**config.mk**
```make
export PLATFORM = sky130hd
export DESIGN_NAME = websocket_frame_parser
export DESIGN_NICKNAME = d
export VERILOG_FILES = /design/src/rtl/core/wsfp_pkg.sv /design/src/rtl/core/wsfp_front.sv /design/src/rtl/core/wsfp_queue.sv /design/src/rtl/core/websocket_frame_parser.sv
export SDC_FILE = /design/constraint.sdc
export NUM_CORES = 1
export LEC_CHECK = 0
export BUFFER_PORTS_ARGS = -buffer_cell sky130_fd_sc_hd__buf_2
export CAP_MARGIN = 10
export CORE_AREA = 2 2 155 157
export DETAILED_ROUTE_END_ITERATION = 10
export DIE_AREA = 0 0 157 159
export PLACE_DENSITY = 0.88
export SETUP_SLACK_MARGIN = 0.5
export SLEW_MARGIN = 20
export SYNTH_ARGS = -nofsm -noshare
export SYNTH_HDL_FRONTEND = slang
export SYNTH_SLANG_ARGS = --single-unit
```
**constraint.sdc**
```tcl
create_clock -name clock -period 14.1 [get_ports clock]
set_clock_uncertainty 0.1 [all_clocks]
set_input_delay 0.705 -clock clock [delete_from_list [all_inputs] [get_ports clock]]
set_output_delay 0.705 -clock clock [all_outputs]
set_load 0.005 [all_outputs]
```
**src/rtl/core/wsfp_pkg.sv**
```systemverilog
// types and constants of the websocket frame parser
// no dependencies
package wsfp_pkg;

   localparam int LENGTH_BITS = 32;
   localparam logic [31:0] LEN_MASK = 32'((64'd1 << LENGTH_BITS) - 64'd1);
   localparam logic [31:0] MAX_FRAME_RESET = 32'd65536;
   localparam logic [31:0] MAX_MESSAGE_RESET = 32'd1048576;
   localparam int QUEUE_DEPTH = 2;

   localparam logic [0:0] CSR_MAX_FRAME = 1'b0;
   localparam logic [0:0] CSR_MAX_MESSAGE = 1'b1;

   localparam logic [2:0] ERR_NONE = 3'd0;
   localparam logic [2:0] ERR_RESERVED = 3'd1;
   localparam logic [2:0] ERR_FRAME_LONG = 3'd2;
   localparam logic [2:0] ERR_FRAG_CTRL = 3'd3;
   localparam logic [2:0] ERR_SEQUENCE = 3'd4;
   localparam logic [2:0] ERR_MSG_LONG = 3'd5;

   localparam logic [3:0] OP_CONT = 4'd0;
   localparam logic [3:0] OP_CLOSE = 4'd8;
   localparam logic [3:0] OP_PING = 4'd9;
   localparam logic [3:0] OP_PONG = 4'd10;

   typedef enum logic [2:0] {
      PH_HDR0,
      PH_HDR1,
      PH_EXT16,
      PH_EXT64,
      PH_KEY,
      PH_PAYLOAD
   } phase_type;

   typedef struct packed {
      logic [7:0] data_byte;
      logic       has_data;
      logic [3:0] frame_opcode;
      logic       fin_flag;
      logic       masked;
      logic       is_control;
      logic [3:0] msg_opcode;
      logic       end_of_frame;
      logic       end_of_message;
      logic [2:0] error_code;
   } result_type;

   function automatic logic is_ctrl(input logic [3:0] op);
      is_ctrl = (op == OP_CLOSE) || (op == OP_PING) || (op == OP_PONG);
   endfunction

endpackage

```
**src/rtl/core/wsfp_front.sv**
```systemverilog
// front end: header parsing, length and sequence checks, unmasking; one result per byte at most
// depends on wsfp_pkg
module wsfp_front import wsfp_pkg::*; (
   input  logic             clock,
   input  logic             reset,
   input  logic             step,
   input  logic [7:0]       in_byte,
   input  logic [31:0]      max_frame,
   input  logic [31:0]      max_message,
   output logic             emit,
   output result_type       result
);

   phase_type   phase_ff, phase_in;
   logic [3:0]  hidx_ff, hidx_in;
   logic [3:0]  op_ff, op_in;
   logic        fin_ff, fin_in;
   logic        msk_ff, msk_in;
   logic [31:0] rem_ff, rem_in;
   logic [31:0] key_ff, key_in;
   logic [1:0]  kpos_ff, kpos_in;
   logic        open_ff, open_in;
   logic [3:0]  mop_ff, mop_in;
   logic [31:0] cnt_ff, cnt_in;
   logic        err_ff, err_in;

   always_ff @(posedge clock) begin
      if (reset) begin
         phase_ff <= PH_HDR0;
         hidx_ff  <= '0;
         op_ff    <= '0;
         fin_ff   <= 1'b0;
         msk_ff   <= 1'b0;
         rem_ff   <= '0;
         key_ff   <= '0;
         kpos_ff  <= '0;
         open_ff  <= 1'b0;
         mop_ff   <= '0;
         cnt_ff   <= '0;
         err_ff   <= 1'b0;
      end else if (step) begin
         phase_ff <= phase_in;
         hidx_ff  <= hidx_in;
         op_ff    <= op_in;
         fin_ff   <= fin_in;
         msk_ff   <= msk_in;
         rem_ff   <= rem_in;
         key_ff   <= key_in;
         kpos_ff  <= kpos_in;
         open_ff  <= open_in;
         mop_ff   <= mop_in;
         cnt_ff   <= cnt_in;
         err_ff   <= err_in;
      end
   end

   always_comb begin
      logic        do_acc;
      logic        do_start;
      logic        do_finish;
      logic [31:0] len_v;
      logic [31:0] len_m;
      logic [32:0] msg_sum;
      logic [7:0]  kb;
      logic [7:0]  data;
      logic        has;
      logic [2:0]  err;
      logic        ctrl;
      logic        eom;
      do_acc    = 1'b0;
      do_start  = 1'b0;
      do_finish = 1'b0;
      len_v     = '0;
      len_m     = '0;
      msg_sum   = '0;
      kb        = '0;
      data      = '0;
      has       = 1'b0;
      err       = ERR_NONE;
      ctrl      = 1'b0;
      eom       = 1'b0;
      phase_in  = phase_ff;
      hidx_in   = hidx_ff;
      op_in     = op_ff;
      fin_in    = fin_ff;
      msk_in    = msk_ff;
      rem_in    = rem_ff;
      key_in    = key_ff;
      kpos_in   = kpos_ff;
      open_in   = open_ff;
      mop_in    = mop_ff;
      cnt_in    = cnt_ff;
      err_in    = err_ff;
      emit      = 1'b0;

      if (!err_ff) begin
         unique case (phase_ff)
            PH_HDR0: begin
               op_in  = in_byte[3:0];
               fin_in = in_byte[7];
               msk_in = 1'b0;
               if (in_byte[6:4] != 3'd0) begin
                  err = ERR_RESERVED;
               end else begin
                  phase_in = PH_HDR1;
               end
            end
            PH_HDR1: begin
               msk_in  = in_byte[7];
               hidx_in = '0;
               rem_in  = '0;
               if (in_byte[6:0] == 7'd126) begin
                  phase_in = PH_EXT16;
               end else if (in_byte[6:0] == 7'd127) begin
                  phase_in = PH_EXT64;
               end else begin
                  len_v  = {25'd0, in_byte[6:0]};
                  do_acc = 1'b1;
               end
            end
            PH_EXT16: begin
               rem_in  = {rem_ff[23:0], in_byte};
               hidx_in = hidx_ff + 4'd1;
               len_v   = rem_in;
               do_acc  = (hidx_in >= 4'd2);
            end
            PH_EXT64: begin
               if (hidx_ff >= 4'd4) begin
                  rem_in = {rem_ff[23:0], in_byte};
               end
               hidx_in = hidx_ff + 4'd1;
               len_v   = rem_in;
               do_acc  = (hidx_in >= 4'd8);
            end
            PH_KEY: begin
               key_in   = {key_ff[23:0], in_byte};
               hidx_in  = hidx_ff + 4'd1;
               do_start = (hidx_in >= 4'd4);
            end
            PH_PAYLOAD: begin
               if (msk_ff) begin
                  case (kpos_ff)
                     2'd0:    kb = key_ff[31:24];
                     2'd1:    kb = key_ff[23:16];
                     2'd2:    kb = key_ff[15:8];
                     default: kb = key_ff[7:0];
                  endcase
               end
               kpos_in = kpos_ff + 2'd1;
               rem_in  = rem_ff - 32'd1;
               data    = in_byte ^ kb;
               has     = 1'b1;
               if (rem_in == 32'd0) begin
                  do_finish = 1'b1;
               end else begin
                  emit = 1'b1;
               end
            end
            default: phase_in = PH_HDR0;
         endcase

         // header complete: limit and sequence checks on the final length
         if (do_acc) begin
            ctrl    = is_ctrl(op_in);
            len_m   = len_v & LEN_MASK;
            rem_in  = len_m;
            msg_sum = {1'b0, cnt_ff} + {1'b0, len_m};
            if (len_m > max_frame) begin
               err = ERR_FRAME_LONG;
            end else if (ctrl && !fin_in) begin
               err = ERR_FRAG_CTRL;
            end else if (!ctrl && (open_ff != (op_in == OP_CONT))) begin
               err = ERR_SEQUENCE;
            end else if (!ctrl && (msg_sum > {1'b0, max_message})) begin
               err = ERR_MSG_LONG;
            end else begin
               if (!ctrl) begin
                  if (!open_ff) begin
                     open_in = 1'b1;
                     mop_in  = op_in;
                  end
                  cnt_in = msg_sum[31:0];
               end
               hidx_in = '0;
               if (msk_in) begin
                  key_in   = '0;
                  phase_in = PH_KEY;
               end else begin
                  do_start = 1'b1;
               end
            end
         end

         if (do_start) begin
            kpos_in = '0;
            if (rem_in == 32'd0) begin
               do_finish = 1'b1;
            end else begin
               phase_in = PH_PAYLOAD;
            end
         end

         if (do_finish) begin
            eom      = !is_ctrl(op_in) && fin_in;
            emit     = 1'b1;
            phase_in = PH_HDR0;
         end

         if (err != ERR_NONE) begin
            err_in = 1'b1;
            emit   = 1'b1;
         end
      end

      result.data_byte      = data;
      result.has_data       = has;
      result.frame_opcode   = op_in;
      result.fin_flag       = fin_in;
      result.masked         = msk_in;
      result.is_control     = is_ctrl(op_in);
      result.msg_opcode     = open_in ? mop_in : 4'd0;
      result.end_of_frame   = do_finish;
      result.end_of_message = eom;
      result.error_code     = err;

      // a completed message closes after its last result is formed
      if (eom) begin
         open_in = 1'b0;
         cnt_in  = '0;
      end
   end

endmodule

```
**src/rtl/core/wsfp_queue.sv**
```systemverilog
// result queue between the parser and the output channel
// depends on wsfp_pkg
module wsfp_queue import wsfp_pkg::*; (
   input  logic       clock,
   input  logic       reset,
   input  logic       push,
   input  result_type push_data,
   output logic       full,
   output logic       out_valid,
   input  logic       out_ready,
   output result_type out_data
);

   localparam int PTR_BITS = $clog2(QUEUE_DEPTH);

   result_type            store_ff [QUEUE_DEPTH];
   logic [PTR_BITS-1:0]   wr_ff, wr_in;
   logic [PTR_BITS-1:0]   rd_ff, rd_in;
   logic [PTR_BITS:0]     cnt_ff, cnt_in;
   logic                  pop;

   assign full      = (cnt_ff == (PTR_BITS+1)'(QUEUE_DEPTH));
   assign out_valid = (cnt_ff != '0);
   assign out_data  = store_ff[rd_ff];
   assign pop       = out_valid && out_ready;

   always_comb begin
      wr_in  = push ? wr_ff + 1'b1 : wr_ff;
      rd_in  = pop ? rd_ff + 1'b1 : rd_ff;
      cnt_in = cnt_ff + (PTR_BITS+1)'(push) - (PTR_BITS+1)'(pop);
   end

   always_ff @(posedge clock) begin
      if (reset) begin
         wr_ff  <= '0;
         rd_ff  <= '0;
         cnt_ff <= '0;
      end else begin
         wr_ff  <= wr_in;
         rd_ff  <= rd_in;
         cnt_ff <= cnt_in;
      end
   end

   always_ff @(posedge clock) begin
      if (push) begin
         store_ff[wr_ff] <= push_data;
      end
   end

endmodule

```
**src/rtl/core/websocket_frame_parser.sv**
```systemverilog
// Websocket frame parser: takes one received byte per cycle while req_ready is high and
// returns at most one result per byte. The parser decides each byte in the cycle it is
// accepted and writes its result into a two-entry result queue on that transfer; the queue
// decouples rsp_ready, and req_ready drops only while that queue is full. After any
// protocol error the block keeps taking bytes but sends nothing until reset.
module websocket_frame_parser import wsfp_pkg::*; (
   input  logic        clock,
   input  logic        reset,
   input  logic        req_valid,
   output logic        req_ready,
   input  logic [7:0]  req_in_byte,
   output logic        rsp_valid,
   input  logic        rsp_ready,
   output logic [7:0]  rsp_data_byte,
   output logic        rsp_has_data,
   output logic [3:0]  rsp_frame_opcode,
   output logic        rsp_fin_flag,
   output logic        rsp_masked,
   output logic        rsp_is_control,
   output logic [3:0]  rsp_msg_opcode,
   output logic        rsp_end_of_frame,
   output logic        rsp_end_of_message,
   output logic [2:0]  rsp_error_code,
   input  logic        csr_we,
   input  logic [0:0]  csr_index,
   input  logic [31:0] csr_wdata
);

   logic [31:0] max_frame_ff;
   logic [31:0] max_message_ff;
   logic        step;
   logic        emit;
   logic        full;
   result_type  front_res;
   result_type  out_res;

   always_ff @(posedge clock) begin
      if (reset) begin
         max_frame_ff   <= MAX_FRAME_RESET;
         max_message_ff <= MAX_MESSAGE_RESET;
      end else if (csr_we) begin
         unique case (csr_index)
            CSR_MAX_FRAME:   max_frame_ff   <= csr_wdata;
            CSR_MAX_MESSAGE: max_message_ff <= csr_wdata;
            default: ;
         endcase
      end
   end

   assign req_ready = !full;
   assign step      = req_valid && req_ready;

   wsfp_front u_front (
      .clock       (clock),
      .reset       (reset),
      .step        (step),
      .in_byte     (req_in_byte),
      .max_frame   (max_frame_ff),
      .max_message (max_message_ff),
      .emit        (emit),
      .result      (front_res)
   );

   wsfp_queue u_queue (
      .clock     (clock),
      .reset     (reset),
      .push      (step && emit),
      .push_data (front_res),
      .full      (full),
      .out_valid (rsp_valid),
      .out_ready (rsp_ready),
      .out_data  (out_res)
   );

   assign rsp_data_byte      = out_res.data_byte;
   assign rsp_has_data       = out_res.has_data;
   assign rsp_frame_opcode   = out_res.frame_opcode;
   assign rsp_fin_flag       = out_res.fin_flag;
   assign rsp_masked         = out_res.masked;
   assign rsp_is_control     = out_res.is_control;
   assign rsp_msg_opcode     = out_res.msg_opcode;
   assign rsp_end_of_frame   = out_res.end_of_frame;
   assign rsp_end_of_message = out_res.end_of_message;
   assign rsp_error_code     = out_res.error_code;

endmodule

```
==> results of run 1 <==
==> worst max-delay path: cells and delay by family, from the launching register on <==
| family | cells | cell delay, ns |
|---|---|---|
| AO/OA/AOI/OAI | 12 | 4.31 |
| XOR/XNOR | 3 | 0.49 |
| adder cells (fa/ha/maj) | 4 | 1.12 |
| buffers and inverters | 1 | 0.06 |
| flip-flops | 1 | 0.71 |
| AND/OR/NAND/NOR | 11 | 2.56 |
==> cells in the final DEF, fill, tap and decap left out, drive strengths merged, types with 6 or more instances in the layout <==
master  count
a211o       8
a211oi     42
a21boi      7
a21o       18
a21oi     160
a222oi      9
a22o       72
a22oi       8
a31oi      17
a41oi       6
and2       10
and3       10
buf        90
clkbuf     33
clkinv      9
dfxtp     186
edfxtp     50
ha        105
inv       103
mux2       38
mux2i      16
nand2     277
nand2b     19
nand3      39
nand4      37
nor2      141
nor2b      14
nor3       45
nor3b       6
nor4       30
o211ai     10
o21a        8
o21ai      57
o31ai       6
o41ai       7
or3        14
xnor2      31
xor2       15
==> report_power, final <==
part | leakage, nW | switching [W] | internal (W) | total, W
Clock | 0.455 | 0.000295 | 0.000438 | 0.000732
Sequential | 1.99 | 0.0000912 | 0.000756 | 0.000847
Combinational | 3.97 | 0.000366 | 0.000219 | 0.000585
==> state kept, by name, summed over array words and instances (netlist names), named ones only <==
register	cells
u_front.phase_ff	3
u_queue.cnt_ff	2
max_frame_ff	32
u_front.op_ff	4
u_front.err_ff	1
u_front.open_ff	1
u_queue.wr_ff	1
u_front.cnt_ff	32
u_queue.rd_ff	1
u_front.kpos_ff	2
max_message_ff	32
u_front.key_ff	32
u_front.rem_ff	32
u_queue.store_ff	50
u_front.hidx_ff	4
u_front.fin_ff	1
u_front.mop_ff	4
u_front.msk_ff	1
==> area by class of cell <==
class                   instances  area, µm²  area share, %
inverters                     102        383           2.35
well taps                     319        399           2.45
flip-flops and latches        236       5230           32.0
multi-input cells            1363       8880           54.4
clock inverters                15        211           1.30
clock buffers                  33        718           4.40
repair buffers                 90        498           3.05
==> path summary, 6_finish.rpt <==
path | from | endpoint | slack [ns] | cells after the start
setup / recovery | u_front.phase_ff[0] | u_queue.cnt_ff[1] | 4.56 | 31
hold / removal | csr_wdata[5] | max_frame_ff[5] | 0.29 | 3
setup reg to reg | u_front.phase_ff[0] | u_queue.cnt_ff[1] | 4.56 | 31
hold reg to reg | max_message_ff[31] | max_message_ff[31] | 0.35 | 2
==> synthesized netlist by cell type (7+ instances only) <==
library cell,instances
xor2_1,15
edfxtp_1,50
dfxtp_1,186
buf_2,7
nand2_1,277
a22o_1,72
or3_1,13
and2_1,10
a211o_1,8
nand3_1,39
nand2b_1,19
a21o_1,18
nand4_1,36
o21a_1,8
a31oi_1,17
o21ai_0,53
a21oi_1,160
mux2_2,38
clkbuf_1,101
nor2_1,141
mux2i_1,16
xnor2_1,31
ha_1,105
a211oi_1,41
inv_1,101
nor3_1,45
nor2b_1,14
a21boi_0,7
buf_1,14
nor4_1,27
a222oi_1,9
o211ai_1,10
and3_1,10
a22oi_1,8
==> metal layers <==
layer  part of all wire, %  up-vias  wire, µm
met2                    46      786     20900
met3                   9.2      152      4170
li1                      -     6606         -
met1                    40     6767     18200
met4                   4.6        0      2070
met5                     0        -         0
==> metrics by stage <==
| step | instances | setup WS (ns) | hold WS (ns) |
|---|---|---|---|
| 2_1_floorplan | 1827 | 6.31 | 0.336 |
| 3_3_place_gp | 2110 | 5.39 | 0.342 |
| 3_5_place_dp | 2110 | 4.80 | 0.348 |
| 4_1_cts | 2158 | 4.85 | 0.276 |
| 5_1_grt | 2158 | 3.91 | 0.286 |
| 6_report | 2158 | 4.56 | 0.290 |
==> cell families after synthesis <==
logic type	Yosys count	share of synthesized area (%)
and+or+nand+nor	669	20.9
AOI/OAI and AO/OA	488	22.6
DFF	236	35.0
buffers and inverters	228	5.91
adders and majority gates	106	8.93
muxes	54	3.94
xor gates and xnor gates	46	2.70
==> results.md, run 1 <==
* Status: finished clean
* DRT iter0 DRCs at approximately 1600
* Total wire length at 45300 µm
* Clock sinks at roughly 240
* Leakage at roughly 6.4 nW
* Via Count at 14300
* Rows at 56
* Endpoint class of the critical path: register
* FFs w/ async S/R, synth at 0%
* Mapped Area at about 15000 µm²
* Root buf cell: clkbuf_16
* Dpl hpwl at about 33000 µm
* Worst-path fanout max at 25
* Post-synth top flop: dfxtp_1
* Hold Path Class: primary input to register
* CTS tree: yes
* Die ar. at ~25000 µm²
* H-tree depth at 1
* Global Route met1 Usage at 45.8%
* GRT Max-Usage Layer: met2
* Chip Width at roughly 160 µm
* Setup bufs post-CTS at 0
* Number of synthesized flops with an enable pin at 50
* Max Clock Freq at roughly 100 MHz
* Fin. Hold Viols at 0
* Req. time, crit path at between 10 and 15 ns
* Slew margin rel. at roughly 25%
* Layout fillers at 1837
* First-pass GRT wire length at roughly 70000 µm
* Mapped Cells at 1827
* Routed wire per std cell at roughly 21 µm
* Cell mode on critical path: ha_1
* Period utilisation layout at 67.7%
* Gpl congestion at about 1.0
* Number of buffers added on ports at 72
* Final ANT Viol Nets at 0
* PwrDens at approximately 130 nW/µm²
* Number of buffers created by CTS at 26
* Tmin final at approximately 9.5 ns
* Met2 GRT Util at roughly 57%
* I/O Pins at 73
* Synth area leader: dfxtp_1
* Synth top area share at between 20% and 30%
* Sum Neg Setup Slack at 0 ns
* Fin area at around 16000 µm²
* Syn Nets at 1979
* Setup crit start kind: register
* GR Overflow Total at 0
* Worst path slowest cell: o31ai_1
* GR met3 Demand/Resource at under 10%
* Clk Latency, worst-skew pair at between 0.5 and 0.6 ns
* Yosys warns at 0
* Placeable Area at 23200 µm²
* Finish-stage setup viols at 0
* Ant. Diodes at 0
* Avg Cell Area, Syn at 8.18 µm²
* Maximum vdd drop at roughly 0.12 mV
* Share of cells above drive strength 1 at between 10 and 15%
* Nets at 1971
* Tot Pwr at 0.00216 W
* Initial antenna violation count at 0
* Max Cap Viol at 0
* Aggregate global-route resource usage at about a third
* Max Buffers Root-to-Sink at 3
* RSZ-0062 raised after global routing: false
* Area growth, synth to finish at 9.22%
* Initial core utilization at between 60% and 70%
* Post-CTS sizing at 0
* Slew at the pin with the worst max-slew slack at between 1 and 1.5 ns
* Post-layout util at approximately 70%
* Setup Crit Path Kind: register to register
* Drt via density at 6.63
* Synthesized flop and latch total at 236
* Slew Viols, Final at 0
* DRC at 0
* Die height at 159 µm
* Post-synthesis sequential area ratio at 35.0%
* Distinct cells, synth at 84
* Vias in the first global route at roughly 13000
* Area contributors post-synth: dfxtp_1 25%, edfxtp_1 10%, ha_1 8.8%, nand2_1 7.0%, a21oi_1 5.4%
* First-pass DRT Iterations at 9
* Area after DPL at approximately 15000 µm²
* Clock slew at reported path FFs at around 0.07 ns
* Crit path DAT at roughly 9.8 ns
* Largest net degree at the start of global routing at 76
* CP peak stage delay at about 0.8 ns
* Hold-fix buffers, CTS at 0
No activity file was read; power rests on OpenSTA's default activity.
==> run 2, diff against run 1 <==
--- a/config.mk
+++ b/config.mk
@@ -7,10 +7,10 @@
 export LEC_CHECK = 0
 export BUFFER_PORTS_ARGS = -buffer_cell sky130_fd_sc_hd__buf_2
 export CAP_MARGIN = 10
-export CORE_AREA = 2 2 155 157
+export CORE_AREA = 2 2 157 159
 export DETAILED_ROUTE_END_ITERATION = 10
-export DIE_AREA = 0 0 157 159
-export PLACE_DENSITY = 0.88
+export DIE_AREA = 0 0 159 161
+export PLACE_DENSITY = 0.86
 export SETUP_SLACK_MARGIN = 0.5
 export SLEW_MARGIN = 20
 export SYNTH_ARGS = -nofsm -noshare
==> constraint.sdc (replaced) <==
create_clock -name clock -period 9.9 [get_ports clock]
set_clock_uncertainty 0.1 [all_clocks]
set_input_delay 0.495 -clock clock [delete_from_list [all_inputs] [get_ports clock]]
set_output_delay 0.495 -clock clock [all_outputs]
set_load 0.005 [all_outputs]
==> run 2 against run 1 <==
Compared with the run above: first-iteration DRC count rose by 3.0%; count of clock-buffer cells in the layout rose by 2; combinational power rose by 43%; non-clock buffer count rose by 2; total power rose by 37%; global-route usage fell by 1.4 points; wire length fell by 2.3%; cell area fell by 0.60%; critical path type unchanged.
==> results.md, run 2 (synthesis results as in run 1) <==
* Via Count at 14200 (-1.1%)
* Fin. Hold Viols at 0 (unchanged)
* Initial core utilization at 62.3% (-2.1 points)
* DRC at 0 (unchanged)
* Setup bufs post-CTS at 0 (unchanged)
* Cell Count Post-Placement at 2117 (+0.33%)
* R2R setup slack at 1.31 ns (-3.25 ns)
* Sum Neg Setup Slack at 0 ns (unchanged)
* DRT iter0 DRCs at 1626 (+3.0%)
* Max Clock Freq at 116 MHz (+11%)
* Hold Path Class: primary input to register
* Worst Hold Margin at 0.0943 ns (-0.195 ns)
* Largest net degree at the start of global routing at 68 (-11%)
* Vias in the first global route at 13400 (+0.30%)
* Nets at 1972 (+0.051%)
* Die height at 161 µm (+1.3%)
* Number of flip-flops in the largest register at 50 (unchanged)
* Req. time, crit path at 10.20 ns (-4.19 ns)
* Die ar. at 25600 µm² (+2.5%)
* PwrDens at 183 nW/µm² (+38%)
* Chip Width at 159 µm (+1.3%)
* Root buf cell: clkbuf_16
* Layout fillers at 1962 (+6.8%)
* Dpl hpwl at 31900 µm (-3.4%)
* Psw at 0.00105 W (+40%)
* Max Buffers Root-to-Sink at 3 (unchanged)
* Period utilisation layout at 86.8% (+19 points)
* Setup Crit Path Kind: register to register
* Seq. cell area at 5230 µm² (about the same)
* Post-CTS sizing at 0 (unchanged)
* Rows at 57 (+1.8%)
* Share of cells above drive strength 1 at 11.3% (+0.11 points)
* Gpl congestion at 1.01 (-1.1%)
* Logic pwr share at 28.2% (+1.2 points)
* Number of buffers created by CTS at 25 (-3.8%)
* Maximum vdd drop at 0.137 mV (+18%)
* Clock sinks at 236 (unchanged)
* Hold-fix buffers, CTS at 0 (unchanged)
* Total wire length at 44300 µm (-2.3%)
* CP peak stage delay at 0.74 ns (-0.06 ns)
* CTS tree: yes
* Leakage at 6.36 nW (-0.82%)
* Slew margin rel. at 26.1% (+0.91 points)
* H-tree depth at 1 (unchanged)
* Setup crit start kind: register
* Number of buffers added on ports at 72 (unchanged)
* Aggregate global-route resource usage at 33.6% (-1.4 points)
* Max Cap Viol at 0 (unchanged)
* Initial antenna violation count at 0 (unchanged)
* Commonest non-fill, non-tap cell in the layout: nand2_1
* GR Overflow Total at 0 (unchanged)
* Status: finished clean
* Largest Register: u_queue.store_ff
* Internal Power at 0.00191 W (+35%)
* First-pass GRT wire length at 70400 µm (about the same)
* Tot Pwr at 0.00296 W (+37%)
* Worst-path fanout max at 25 (unchanged)
* Drt via density at 6.54 (-1.3%)
* Finish-stage setup viols at 0 (unchanged)
* RSZ-0062 raised after global routing: false
* Placeable Area at 24000 µm² (+3.3%)
* I/O Pins at 73 (unchanged)
* Crit path DAT at 8.90 ns (-0.93 ns)
* Cell mode on critical path: ha_1
* Slew Viols, Final at 0 (unchanged)
* Clock slew at reported path FFs at 0.06 ns (about the same)
* Area growth, synth to finish at 8.57%
* Slew at the pin with the worst max-slew slack at 1.11 ns (-0.0152 ns)
* Final ANT Viol Nets at 0 (unchanged)
* Clock Power Share at 31.2% (-2.6 points)
* Endpoint class of the critical path: register
* Sw Share at 35.6% (+0.80 points)
* Sequential Power Share at 40.6% (+1.5 points)
* Clk Latency, worst-skew pair at 0.55 ns (about the same)
* Final std cells w/o fill at 2163 (+0.23%)
* Worst path slowest cell: or3b_2
* Commonest non-fill, non-tap cells in the layout: 276 x nand2_1, 185 x dfxtp_1, 160 x a21oi_1
* Tmin final at 8.59 ns (-0.947 ns)
* Ant. Diodes at 0 (unchanged)
* Area of the multi-input gates at 8880 µm² (about the same)
* First-pass DRT Iterations at 8 (-1)
* Routed wire per std cell at 20.5 µm (-2.5%)
* Post-layout util at 67.7% (-2.7 points)
==> run 2: cell types whose count changed in the layout (fill, tap and decap cells not counted), sizes merged <==
cell / delta
bufinv: -4
buf: +2
clkbuf: +2
clkinv: -1
inv: +1
==> run 2: layout make-up <==
type / instances / share of cell area, %
inverter: 102 / 2.36
multi-input combinational: 1363 / 54.8
clock inverter: 11 / 0.532
tap: 324 / 2.50
clock buffer: 35 / 4.47
timing repair buffer: 92 / 3.16
sequential: 236 / 32.2
==> run 2: path summary, 6_finish.rpt <==
kind | cells past startpoint | endpoint | from
max | 31 | u_queue.cnt_ff[1] | u_front.phase_ff[0]
min reg2reg | 2 | max_frame_ff[2] | max_frame_ff[2]
max reg2reg | 31 | u_queue.cnt_ff[1] | u_front.phase_ff[0]
min | 3 | max_frame_ff[9] | csr_wdata[9]
==> run 2: power by group through the flow <==
stage          Combinational, W  Sequential [W]  Clock, W
6_report               0.000835         0.00120  0.000923
2_1_floorplan          0.000630         0.00113         0
4_1_cts                0.000812         0.00120  0.000933
5_1_grt                0.000898         0.00121  0.000966
3_3_place_gp           0.000792         0.00121         0
3_5_place_dp           0.000803         0.00121         0
==> run 2: metrics by stage <==
| stage | setup slack [ns] | instance area [µm²] |
|---|---|---|
| 2_1_floorplan | 2.32 | 14900 |
| 3_5_place_dp | 1.02 | 15400 |
| 5_1_grt | 0.609 | 16200 |
| 3_3_place_gp | 1.28 | 15400 |
| 6_report | 1.31 | 16200 |
| 4_1_cts | 0.995 | 16200 |
==> run 2: layer usage <==
layer	up-vias	global-route usage (%)	share of wire [%]
met4	0	14.6	4.4
li1	6620	-	-
met1	6626	43.1	40
met2	753	57.0	47
met5	-	0	0
met3	157	4.67	8.7
==> run 2: critical path, delay by kind of cell, from the launching register on <==
kind / cells / cell delay, ns
compound gates: 14 / 4.01
fa+ha+maj: 4 / 1.03
flops: 1 / 0.54
simple gates: 9 / 2.23
xor+xnor: 3 / 0.48
buf+inv: 1 / 0.06
